File: config.mk
export PLATFORM = sky130hd
export DESIGN_NAME = speck128_256_ctr_cipher
export DESIGN_NICKNAME = d
export VERILOG_FILES = /design/src/rtl/spkctr_pkg.sv /design/src/rtl/spkctr_ram.sv /design/src/rtl/spkctr_round.sv /design/src/rtl/spkctr_ctrl.sv /design/src/rtl/speck128_256_ctr_cipher.sv
export SDC_FILE = /design/constraint.sdc
export NUM_CORES = 2
export LEC_CHECK = 0
export ABC_AREA = 1
export BUFFER_PORTS_ARGS = -buffer_cell sky130_fd_sc_hd__buf_2
export CAP_MARGIN = 5
export CORE_MARGIN = 2
export CORE_UTILIZATION = 46
export DETAILED_ROUTE_END_ITERATION = 6
export PLACE_DENSITY = 0.72
export SLEW_MARGIN = 0
export SYNTH_ARGS = -nofsm -noshare
export SYNTH_HDL_FRONTEND = slang
export SYNTH_SLANG_ARGS = --single-unit
File: constraint.sdc
create_clock -name clk -period 8.27 [get_ports clk]
set_input_delay 0.4135 -clock clk [delete_from_list [all_inputs] [get_ports clk]]
set_output_delay 0.4135 -clock clk [all_outputs]
set_load 0.01 [all_outputs]
File: src/rtl/spkctr_pkg.sv
// ----------------------------------------------------------------------------
// spkctr_pkg
// Shared types and constants for the Speck128/256 counter-mode cipher:
// word layouts, sequencer states, control bundle and register indexes.
// ----------------------------------------------------------------------------
package spkctr_pkg;

	// cipher geometry
	localparam int ROUNDS      = 34;
	localparam int IDX_W       = $clog2(ROUNDS);
	localparam int WORD_W      = 64;
	localparam int BLOCK_BYTES = 16;
	localparam int HALF_BYTES  = 8;
	localparam int CNT_W       = 5;
	localparam int ROT_X       = 8;
	localparam int ROT_Y       = 3;

	// configuration register indexes
	localparam int CFG_IDX_W = 2;
	localparam logic [CFG_IDX_W-1:0] CFG_KEY0 = 2'd0;
	localparam logic [CFG_IDX_W-1:0] CFG_KEY1 = 2'd1;
	localparam logic [CFG_IDX_W-1:0] CFG_KEY2 = 2'd2;
	localparam logic [CFG_IDX_W-1:0] CFG_KEY3 = 2'd3;

	// input word
	typedef struct packed {
		logic              first;
		logic [WORD_W-1:0] nonce_lo;
		logic [WORD_W-1:0] nonce_hi;
		logic [WORD_W-1:0] data_lo;
		logic [WORD_W-1:0] data_hi;
		logic [CNT_W-1:0]  byte_count;
	} in_t;

	// result word
	typedef struct packed {
		logic [WORD_W-1:0] out_lo;
		logic [WORD_W-1:0] out_hi;
		logic [CNT_W-1:0]  out_count;
	} out_t;

	// sequencer states
	typedef enum logic [2:0] {
		ST_IDLE,
		ST_KEY,
		ST_PRE,
		ST_ENC,
		ST_FIN
	} state_t;

	// sequencer to datapath controls
	typedef struct packed {
		logic             key_step;
		logic             pre;
		logic             enc_step;
		logic             finish;
		logic [IDX_W-1:0] idx;
	} ctl_t;

endpackage

File: src/rtl/spkctr_ram.sv
// ----------------------------------------------------------------------------
// spkctr_ram
// Generic single-write, single-read RAM with registered read data.
// ----------------------------------------------------------------------------
module spkctr_ram #(
	parameter int WIDTH = 64,
	parameter int DEPTH = 34
) (
	input  logic                     clk,
	input  logic                     we,
	input  logic [$clog2(DEPTH)-1:0] waddr,
	input  logic [WIDTH-1:0]         wdata,
	input  logic                     re,
	input  logic [$clog2(DEPTH)-1:0] raddr,
	output logic [WIDTH-1:0]         rdata
);

	logic [WIDTH-1:0] mem_q [DEPTH];
	logic [WIDTH-1:0] rdata_q;

	// write port
	always_ff @(posedge clk) begin
		if (we) begin
			mem_q[waddr] <= wdata;
		end
	end

	// registered read port
	always_ff @(posedge clk) begin
		if (re) begin
			rdata_q <= mem_q[raddr];
		end
	end

	assign rdata = rdata_q;

endmodule

File: src/rtl/spkctr_round.sv
// ----------------------------------------------------------------------------
// spkctr_round
// One Speck128 round, shared by the key schedule and the block encryption.
// ----------------------------------------------------------------------------
module spkctr_round
	import spkctr_pkg::*;
(
	input  logic [WORD_W-1:0] x,
	input  logic [WORD_W-1:0] y,
	input  logic [WORD_W-1:0] k,
	output logic [WORD_W-1:0] x_next,
	output logic [WORD_W-1:0] y_next
);

	logic [WORD_W-1:0] x_rot;
	logic [WORD_W-1:0] y_rot;

	// rotate x right by 8, y left by 3
	assign x_rot = {x[ROT_X-1:0], x[WORD_W-1:ROT_X]};
	assign y_rot = {y[WORD_W-1-ROT_Y:0], y[WORD_W-1:WORD_W-ROT_Y]};

	// add, key mix, then feed x into y
	assign x_next = (x_rot + y) ^ k;
	assign y_next = y_rot ^ x_next;

endmodule

File: src/rtl/spkctr_ctrl.sv
// ----------------------------------------------------------------------------
// spkctr_ctrl
// Sequencer: key expansion steps, round key prefetch, round steps and the
// hand-off of the finished word to the output register.
// ----------------------------------------------------------------------------
module spkctr_ctrl
	import spkctr_pkg::*;
(
	input  logic clk,
	input  logic arst_n,
	input  logic accept,
	input  logic first,
	input  logic out_free,
	output logic ready,
	output ctl_t ctl
);

	state_t           state_q;
	state_t           state_d;
	logic [IDX_W-1:0] idx_q;
	logic             last_step;

	assign last_step = (idx_q == IDX_W'(ROUNDS - 1));

	// next state
	always_comb begin
		state_d = state_q;
		unique case (state_q)
			ST_IDLE: begin
				if (accept) begin
					state_d = first ? ST_KEY : ST_PRE;
				end
			end
			ST_KEY: begin
				if (last_step) begin
					state_d = ST_PRE;
				end
			end
			ST_PRE: begin
				state_d = ST_ENC;
			end
			ST_ENC: begin
				if (last_step) begin
					state_d = ST_FIN;
				end
			end
			ST_FIN: begin
				if (out_free) begin
					state_d = ST_IDLE;
				end
			end
			default: begin
				state_d = ST_IDLE;
			end
		endcase
	end

	// state and step counter
	always_ff @(posedge clk or negedge arst_n) begin
		if (!arst_n) begin
			state_q <= ST_IDLE;
			idx_q   <= '0;
		end else begin
			state_q <= state_d;
			if (state_d != state_q) begin
				idx_q <= '0;
			end else if (state_q == ST_KEY || state_q == ST_ENC) begin
				idx_q <= idx_q + 1'b1;
			end
		end
	end

	// outputs
	always_comb begin
		ready        = (state_q == ST_IDLE);
		ctl.key_step = (state_q == ST_KEY);
		ctl.pre      = (state_q == ST_PRE);
		ctl.enc_step = (state_q == ST_ENC);
		ctl.finish   = (state_q == ST_FIN);
		ctl.idx      = idx_q;
	end

endmodule

File: src/rtl/speck128_256_ctr_cipher.sv
// ----------------------------------------------------------------------------
// speck128_256_ctr_cipher
// Speck128/256 in counter mode, one 16-byte word in, one word out.
// ----------------------------------------------------------------------------
//
//  channel   handshake                  payload
//  -------   -------------------------  --------------------------------
//  input     data_valid / data_stall    data_word   (in_t)
//  result    result_valid / result_stall result_word (out_t)
//  config    cfg_we                     cfg_index, cfg_data (key words)
//
// One shared round unit does one Speck round per cycle, for both the key
// schedule and the block encryption; round keys sit in a 34-entry RAM.
// A word without first shows its result after the prefetch, 34 rounds and
// the output hand-off, and the next word can enter once the sequencer is
// back in idle; a word with first runs the key schedule steps before these.
// data_stall is high from accept until the result is in the output
// register; that register lets the next word in while a result waits.
// Reset clears the key words, counter and handshake state; no RAM sweep.
// ----------------------------------------------------------------------------
module speck128_256_ctr_cipher
	import spkctr_pkg::*;
(
	input  logic                 clk,
	input  logic                 arst_n,
	input  logic                 data_valid,
	output logic                 data_stall,
	input  in_t                  data_word,
	output logic                 result_valid,
	input  logic                 result_stall,
	output out_t                 result_word,
	input  logic                 cfg_we,
	input  logic [CFG_IDX_W-1:0] cfg_index,
	input  logic [WORD_W-1:0]    cfg_data
);

	logic              ready;
	logic              accept;
	logic              out_free;
	logic              finish_go;
	ctl_t              ctl;

	logic [WORD_W-1:0] key0_q, key1_q, key2_q, key3_q;
	logic [WORD_W-1:0] ctr_lo_q, ctr_hi_q;
	logic [WORD_W-1:0] x_q, y_q, l1_q, l2_q;
	in_t               data_q;
	out_t              out_q;
	logic              out_valid_q;

	logic [WORD_W-1:0] rk_rdata;
	logic [WORD_W-1:0] rnd_k;
	logic [WORD_W-1:0] rnd_x, rnd_y;
	logic              ram_re;
	logic [IDX_W-1:0]  ram_raddr;

	logic [WORD_W-1:0] mask_lo, mask_hi;
	logic              full_blk;
	in_t               data_in;

	assign accept     = data_valid && ready;
	assign data_stall = !ready;
	assign out_free   = !out_valid_q || !result_stall;
	assign finish_go  = ctl.finish && out_free;
	assign full_blk   = (data_q.byte_count == CNT_W'(BLOCK_BYTES));

	// sequencer
	spkctr_ctrl u_ctrl (
		.clk      (clk),
		.arst_n   (arst_n),
		.accept   (accept),
		.first    (data_word.first),
		.out_free (out_free),
		.ready    (ready),
		.ctl      (ctl)
	);

	// round key store
	assign ram_re    = ctl.pre || (ctl.enc_step && ctl.idx != IDX_W'(ROUNDS - 1));
	assign ram_raddr = ctl.pre ? '0 : ctl.idx + 1'b1;

	spkctr_ram #(
		.WIDTH (WORD_W),
		.DEPTH (ROUNDS)
	) u_rk_ram (
		.clk   (clk),
		.we    (ctl.key_step),
		.waddr (ctl.idx),
		.wdata (y_q),
		.re    (ram_re),
		.raddr (ram_raddr),
		.rdata (rk_rdata)
	);

	// shared round unit: step index as key in the schedule
	assign rnd_k = ctl.key_step ? WORD_W'(ctl.idx) : rk_rdata;

	spkctr_round u_round (
		.x      (x_q),
		.y      (y_q),
		.k      (rnd_k),
		.x_next (rnd_x),
		.y_next (rnd_y)
	);

	// key registers
	always_ff @(posedge clk or negedge arst_n) begin
		if (!arst_n) begin
			key0_q <= '0;
			key1_q <= '0;
			key2_q <= '0;
			key3_q <= '0;
		end else if (cfg_we) begin
			unique case (cfg_index)
				CFG_KEY0: key0_q <= cfg_data;
				CFG_KEY1: key1_q <= cfg_data;
				CFG_KEY2: key2_q <= cfg_data;
				CFG_KEY3: key3_q <= cfg_data;
				default:  key0_q <= key0_q;
			endcase
		end
	end

	// counter: nonce load on first, low word steps after a full block
	always_ff @(posedge clk or negedge arst_n) begin
		if (!arst_n) begin
			ctr_lo_q <= '0;
			ctr_hi_q <= '0;
		end else if (accept && data_word.first) begin
			ctr_lo_q <= data_word.nonce_lo;
			ctr_hi_q <= data_word.nonce_hi;
		end else if (finish_go && full_blk) begin
			ctr_lo_q <= ctr_lo_q + 1'b1;
		end
	end

	// captured input word, byte count saturated to a block
	always_comb begin
		data_in = data_word;
		if (data_word.byte_count > CNT_W'(BLOCK_BYTES)) begin
			data_in.byte_count = CNT_W'(BLOCK_BYTES);
		end
	end

	always_ff @(posedge clk) begin
		if (accept) begin
			data_q <= data_in;
		end
	end

	// round state: schedule rotates l words through x
	always_ff @(posedge clk) begin
		if (accept && data_word.first) begin
			x_q  <= key1_q;
			y_q  <= key0_q;
			l1_q <= key2_q;
			l2_q <= key3_q;
		end else if (ctl.key_step) begin
			x_q  <= l1_q;
			y_q  <= rnd_y;
			l1_q <= l2_q;
			l2_q <= rnd_x;
		end else if (ctl.pre) begin
			x_q <= ctr_hi_q;
			y_q <= ctr_lo_q;
		end else if (ctl.enc_step) begin
			x_q <= rnd_x;
			y_q <= rnd_y;
		end
	end

	// byte masks for a partial block
	always_comb begin
		for (int b = 0; b < HALF_BYTES; b++) begin
			mask_lo[8*b +: 8] = {8{data_q.byte_count > CNT_W'(b)}};
			mask_hi[8*b +: 8] = {8{data_q.byte_count > CNT_W'(b + HALF_BYTES)}};
		end
	end

	// output register
	always_ff @(posedge clk) begin
		if (finish_go) begin
			out_q.out_lo    <= (y_q ^ data_q.data_lo) & mask_lo;
			out_q.out_hi    <= (x_q ^ data_q.data_hi) & mask_hi;
			out_q.out_count <= data_q.byte_count;
		end
	end

	always_ff @(posedge clk or negedge arst_n) begin
		if (!arst_n) begin
			out_valid_q <= 1'b0;
		end else if (finish_go) begin
			out_valid_q <= 1'b1;
		end else if (!result_stall) begin
			out_valid_q <= 1'b0;
		end
	end

	assign result_valid = out_valid_q;
	assign result_word  = out_q;

	// checks
	a_fin_gives_word: assert property (@(posedge clk) disable iff (!arst_n)
		finish_go |=> result_valid)
		else $error("finished word not presented");

	a_ram_one_port: assert property (@(posedge clk) disable iff (!arst_n)
		ctl.key_step |-> !ram_re)
		else $error("round key read during schedule write");

	a_ctr_step: assert property (@(posedge clk) disable iff (!arst_n)
		finish_go && full_blk |=> ctr_lo_q == $past(ctr_lo_q) + 64'd1)
		else $error("counter did not advance after full block");

	a_no_accept_busy: assert property (@(posedge clk) disable iff (!arst_n)
		ctl.enc_step || ctl.key_step || ctl.pre |-> data_stall)
		else $error("input open while a word is in the rounds");

endmodule
======== Yosys cells after proc, flatten, opt, wreduce, memory -nomap -nowiden ========
Memory sizes are Yosys's and may differ from the RTL's. A register that Yosys moved wholly into a read port is not among the register bits.
Index checks and enable logic that the tools add are counted.
word-level totals
  memories kept ........................... 1
  output and inout port bits .............. 135
  register bits ........................... 916
  latch bits .............................. 0
  memory bits (writable) .................. 2176
  logic and storage cells ................. 107
  ROM bits ................................ 0
memory list
  memory          depth  bits a word  rd ports  clocked after Yosys merged registers in  wr ports  line              source
  u_rk_ram.mem_q  34     64           1         1                                        1         spkctr_ram.sv:18  logic [WIDTH-1:0] mem_q [DEPTH];
cells by class
  equal/unequal tests ..................... 12
  add/sub/neg operators ................... 3
  multipliers ............................. 0
  shifts and indexed selects .............. 0
  div/mod/pow operators ................... 0
  magnitude comparators ................... 17
  reduce and logical (&&, ||, !) cells .... 21
  muxes and demuxes ....................... 28
  bitwise operators ....................... 6
operators by type and width
  operator                                            number
  2-to-1 mux 64 bit                                   15
  XOR 64 bit                                          4
  AND 64 bit                                          2
  adder 64 x 1 -> 64 bit, second input constant       1
  adder 64 bit                                        1
  > comparator 5 x 4 -> 1 bit, second input constant  8
  > comparator 5 x 3 -> 1 bit, second input constant  4
  2-to-1 mux 6 bit                                    3
  one-hot mux 3 bit (5 select lines)                  1
  2-to-1 mux 3 bit                                    4
  > comparator 5 x 1 -> 1 bit, second input constant  2
  > comparator 5 x 2 -> 1 bit, second input constant  2
  AND reduction 2 bit                                 4
  adder 6 x 1 -> 6 bit, second input constant         1
  == test 3 x 2 -> 1 bit, second input constant       2
  == test 6 bit, second input constant                1
  inequality test 6 bit, second input constant        1
  nonzero test 2 bit                                  3
  == test 5 bit, second input constant                1
  > comparator 5 bit, second input constant           1
  logical AND 1 bit                                   5
  == test 2 bit, second input constant                2
  2-to-1 mux 1 bit                                    4
  nonzero test 4 bit                                  1
  10 further kinds                                    14

======== Logic depth before layout (Yosys ltp) ========
  depth in word-level cells ............... 8
  mapped depth ............................ 18
  depth with buffers taken out ............ 18

======== Hierarchy ========
Synthesis repeated with hierarchy kept, for this count alone.
second synthesis, totals
  cell total of the unflattened synthesis .. 12998
  area total of the unflattened synthesis .. 136696.1 um2
modules (own cells, without submodules)
  module                   area each (um2)  cells each  instances
  spkctr_ram               88700.1          7143        1
  speck128_256_ctr_cipher  39904.5          4230        1
  spkctr_round             7508.5           1554        1
  spkctr_ctrl              583.1            71          1

======== Least setup slack after synthesis ========
Ideal clock, no wire load.
  path type ............................... reg2reg
  start ................................... reg u_ctrl.state_q[0]
  end ..................................... reg x_q[24], data pin
  buffers on the path ..................... 1
  stages on the path, launching flop included .. 8
  arrival time ............................ 8195 ps
  required time ........................... 7826 ps
  clock period less this slack ............ 8639 ps
  setup time .............................. 444 ps
  slack ................................... -369 ps
  path through ............................ dfrtp_1 > nor2_1 > nand3_1 > inv_1 > nand2_2 > nand2_1 > clkbuf_1 > o21ai_0
RTL lines
  item                    line                            source
  from (decl)             spkctr_ctrl.sv:18               state_t state_q;
  from (signal assigned)  spkctr_ctrl.sv:64               state_q <= state_d;
  zero test 3 bit         spkctr_ctrl.sv:75               ready = (state_q == ST_IDLE);
  logical AND 1 bit       speck128_256_ctr_cipher.sv:60   assign accept = data_valid && ready;
  named net accept        speck128_256_ctr_cipher.sv:38   logic accept;
  logical AND 1 bit       speck128_256_ctr_cipher.sv:152  if (accept && data_word.first) begin
  2-to-1 mux 64 bit       speck128_256_ctr_cipher.sv:152
  to (signal assigned)    speck128_256_ctr_cipher.sv:153  x_q <= key1_q;
  to (signal assigned)    speck128_256_ctr_cipher.sv:158  x_q <= l1_q;
  to (signal assigned)    speck128_256_ctr_cipher.sv:163  x_q <= ctr_hi_q;
  to (decl)               speck128_256_ctr_cipher.sv:45   logic [WORD_W-1:0] x_q, y_q, l1_q, l2_q;
The timed path passes the listed nets, and every way through them passes these cells. The select of a mux whose other input is x is not followed.
A chain may end at the register's enable or synchronous reset.

======== Worst setup path in the final report ========
  start ................................... reg u_ctrl.state_q[0]
  end ..................................... mem u_rk_ram.mem_q[30][40], enable pin
on the way
  cells in the longest elaborated chain, start to end .. 3
RTL lines
  item                                    line               source
  == test 3 x 1 -> 1 bit                  spkctr_ctrl.sv:76  ctl.key_step = (state_q == ST_KEY);
  2-to-1 mux 1 bit                        spkctr_ram.sv:23   if (we) begin
  2-to-1 mux 1 bit (not written as such)  spkctr_ram.sv:24   mem_q[waddr] <= wdata;
  to (decl)                               spkctr_ram.sv:18
Every way passes these cells.

==> results.sh <==
export IMPL_run_status="finished, violations left"
export IMPL_violations="max-slew violations"
export IMPL_fmax_mhz=195
export IMPL_clock_skew_ns=0.0628
export IMPL_p_leak_nw=57.5
export IMPL_die_w_um=548
export IMPL_place_area_um2=143000
export IMPL_gp_congestion=1.01
export IMPL_p_switching_mw=28.0
export IMPL_yosysTopAreaCell="edfxtp_1"
export IMPL_cp_end_kind="register"
export IMPL_setup_viol=0
export IMPL_dp_cells=15600
export IMPL_totalPowerFinal_mw=65.7
export IMPL_seq_area_frac_synth_pct=68.0
export IMPL_ys_warn_count=0
export IMPL_io_pins=468
export IMPL_p_clk_share_pct=21.2
export IMPL_ys_ff_latch=3156
export IMPL_hpwl_um=265000
export IMPL_row_count=199
export IMPL_drive_above_1_share_pct=14.6
export IMPL_cts_tree="done"
export IMPL_place_ws_ns=3.27
export IMPL_worst_path_max_fanout=41
export IMPL_stdcell_area_um2=156000
export IMPL_wirelength_um=448000
export IMPL_drt_first_pass_iters=6
export IMPL_drtIter0Drc=13900
export IMPL_core_um2=295000
export IMPL_rsz0062_at_grt="false"
export IMPL_die_y_um=548
export IMPL_hp_class="in -> reg"
export IMPL_drcViolationCount=0
export IMPL_nets=12800
export IMPL_setup_tns_ns=0
export IMPL_clockBufferDepth=4
export IMPL_syn_avg_cell_area_um2=11.6
export IMPL_grt_overflow_total=0
export IMPL_finalMaxSlewViolations=41
export IMPL_drv_cap=0
export IMPL_synth_edf_count=2762
export IMPL_syn_to_final_growth_pct=14.4
export IMPL_post_drt_wl_per_cell_um=27.1
export IMPL_root_buffer="clkbuf_16"
export IMPL_power_internal_mw=37.8
export IMPL_power_density_nw_per_um2=421
export IMPL_cts_setup_buffers=0
export IMPL_grt_max_degree=229
export IMPL_path_class="reg -> reg"
export IMPL_initial_core_util_pct=46.3
export IMPL_synth_nets=12100
export IMPL_finalCritPeriodShare_pct=62.0
export IMPL_ys_async_sr_fraction_pct=12.5
export IMPL_antenna_found_initial=31
export IMPL_pwr_share_seq_pct=35.2
export IMPL_layout_setup_ws_ns=3.14
export IMPL_holdWs_ns=0.0593
export IMPL_via_per_inst=5.90
export IMPL_ys_flop_type="edfxtp_1"
export IMPL_fp_dieArea_um2=301000
export IMPL_layout_commonest_cell="edfxtp_1"
export IMPL_switching_share_pct=42.5
export IMPL_grt_pass1_wl_um=640000
export IMPL_clk_latency_ns=0.89
export IMPL_htreeDepth=5
export IMPL_final_util_pct=53.0
export IMPL_cts_sinks=3156
export IMPL_synth_top_area_share_pct=60.8
export IMPL_finalHoldViolCount=0
export IMPL_combPwrFrac_pct=43.6
export IMPL_numPortBuffers=467
export IMPL_synth_area_leaders="edfxtp_1, dfrtp_1, nand2_1"
export IMPL_cp_arrival_ns=5.62
export IMPL_peakVddDrop_mv=0.599
export IMPL_clk_pin_slew_ns=0.06
export IMPL_grt_pass1_vias=93000
export IMPL_worstMarginPinSlew_ns=1.55
export IMPL_via_count=97600
export IMPL_cp_start_kind="register"
export IMPL_ant_nets=0
export IMPL_synth_distinct_cells=50
export IMPL_relSlewSlack_pct=-3.05
export IMPL_numCtsBuffers=311
export IMPL_track_usage_pct=29.0
export IMPL_crit_required_ns=8.76
export IMPL_synthCells=11700
export IMPL_most_common_layout_cells="edfxtp_1, nand2_1, nand3_1"
export IMPL_synth_area_um2=136000
export IMPL_instances_no_fill=16500
export IMPL_fin_crit_ns=5.13
[area by class of cell]
| class | count | area, um^2 |
|---|---|---|
| Sequential cell | 3156 | 92800 |
| Multi-Input combinational cell | 7152 | 38200 |
| Clock buffer | 399 | 8350 |
| Inverter | 737 | 2820 |
| Tap cell | 3919 | 4900 |
| Antenna cell | 16 | 40.0 |
| Clock inverter | 152 | 1420 |
| Fill cell | 24100 | 139000 |
| Timing Repair Buffer | 1004 | 7450 |
[cells by family after synthesis]
| group | count (synthesis) | share of synthesized area, % |
|---|---|---|
| AND/OR/NAND/NOR | 4911 | 16.4 |
| adder cells (fa/ha/maj) | 67 | 0.620 |
| buffers and inverters | 1399 | 4.23 |
| AO/OA/AOI/OAI | 1915 | 9.03 |
| flip-flops | 3156 | 68.0 |
| XOR/XNOR | 259 | 1.67 |
[power by group through the flow]
stage	sequential [mW]	combinational [mW]	clock, mW
after floorplan	23.8	17.1	0
after global placement	23.3	27.1	0
after detailed placement	23.4	27.6	0
after CTS	23.1	27.9	14.0
after global routing	23.2	30.8	14.6
final	23.1	28.6	13.9
[critical path, stage by stage (launching register included)]
cell     delay, ns
dfrtp_1       0.51
inv_2         0.12
nor2_4        0.21
nand2_4       0.24
inv_2         0.92
nand4_1       0.55
nor2_4        0.89
buf_4         0.58
buf_4         0.64
[Yosys cell counts (3+ instances only)]
cell type / n
a211oi_1: 6
a21boi_0: 18
a21oi_1: 120
a22oi_1: 5
a31oi_1: 4
buf_1: 44
buf_2: 275
buf_4: 35
buf_6: 5
clkbuf_1: 303
dfrtp_1: 394
edfxtp_1: 2762
ha_1: 66
inv_1: 728
inv_2: 8
nand2_1: 2357
nand2_2: 3
nand2_4: 3
nand3_1: 1041
nand3_2: 3
nand3b_1: 28
nand4_1: 27
nor2_1: 465
nor2_2: 4
nor3_1: 55
nor3b_1: 10
nor4_1: 6
o211ai_1: 983
o21ai_0: 647
o21ai_1: 13
o221ai_1: 8
o22ai_1: 102
or2_0: 195
or2_1: 52
or2_2: 656
xnor2_1: 133
xor2_1: 125
[timing repair]
action,in CTS,in global routing
gates resized for setup,0,0
hold endpoints to repair,579,0
hold buffers,324,0
[worst paths after layout]
kind	slack, ns	cells past startpoint	to	from
max in group asynchronous	6.19	4	key2_q[19]$_DFFE_PN0P_	arst_n
max	3.14	8	u_rk_ram.mem_q[30][40]$_DFFE_PP_	u_ctrl.state_q[0]$_DFF_PN0_
min reg2reg	0.47	0	result_word[1]$_DFFE_PP_	data_q[1]$_SDFFCE_PN0P_
min	0.06	3	key3_q[33]$_DFFE_PN0P_	cfg_data[33]
max reg2reg	3.14	8	u_rk_ram.mem_q[30][40]$_DFFE_PP_	u_ctrl.state_q[0]$_DFF_PN0_
min in group asynchronous	0.13	2	key0_q[43]$_DFFE_PN0P_	arst_n
[sequential cells by signal (all words and copies together) (netlist names), 3 cells and up]
| name | cells |
|---|---|
| y_q | 64 |
| ctr_lo_q | 64 |
| x_q | 64 |
| l2_q | 64 |
| ctr_hi_q | 64 |
| key0_q | 64 |
| key1_q | 64 |
| u_rk_ram.mem_q | 2176 |
| l1_q | 64 |
| key3_q | 64 |
| data_q | 133 |
| result_word | 133 |
| u_ctrl.idx_q | 6 |
| u_ctrl.state_q | 3 |
| u_rk_ram.rdata | 64 |
| key2_q | 64 |
[metal layers]
layer | GRT usage, % | part of all wire, % | up-vias
li1 | - | - | 42700
met1 | 37.8 | 37 | 47700
met2 | 45.3 | 46 | 6118
met3 | 6.48 | 12 | 1089
met4 | 15.8 | 6.1 | 8
met5 | 0 | 0.012 | -
(Power assumes the default switching activity.)
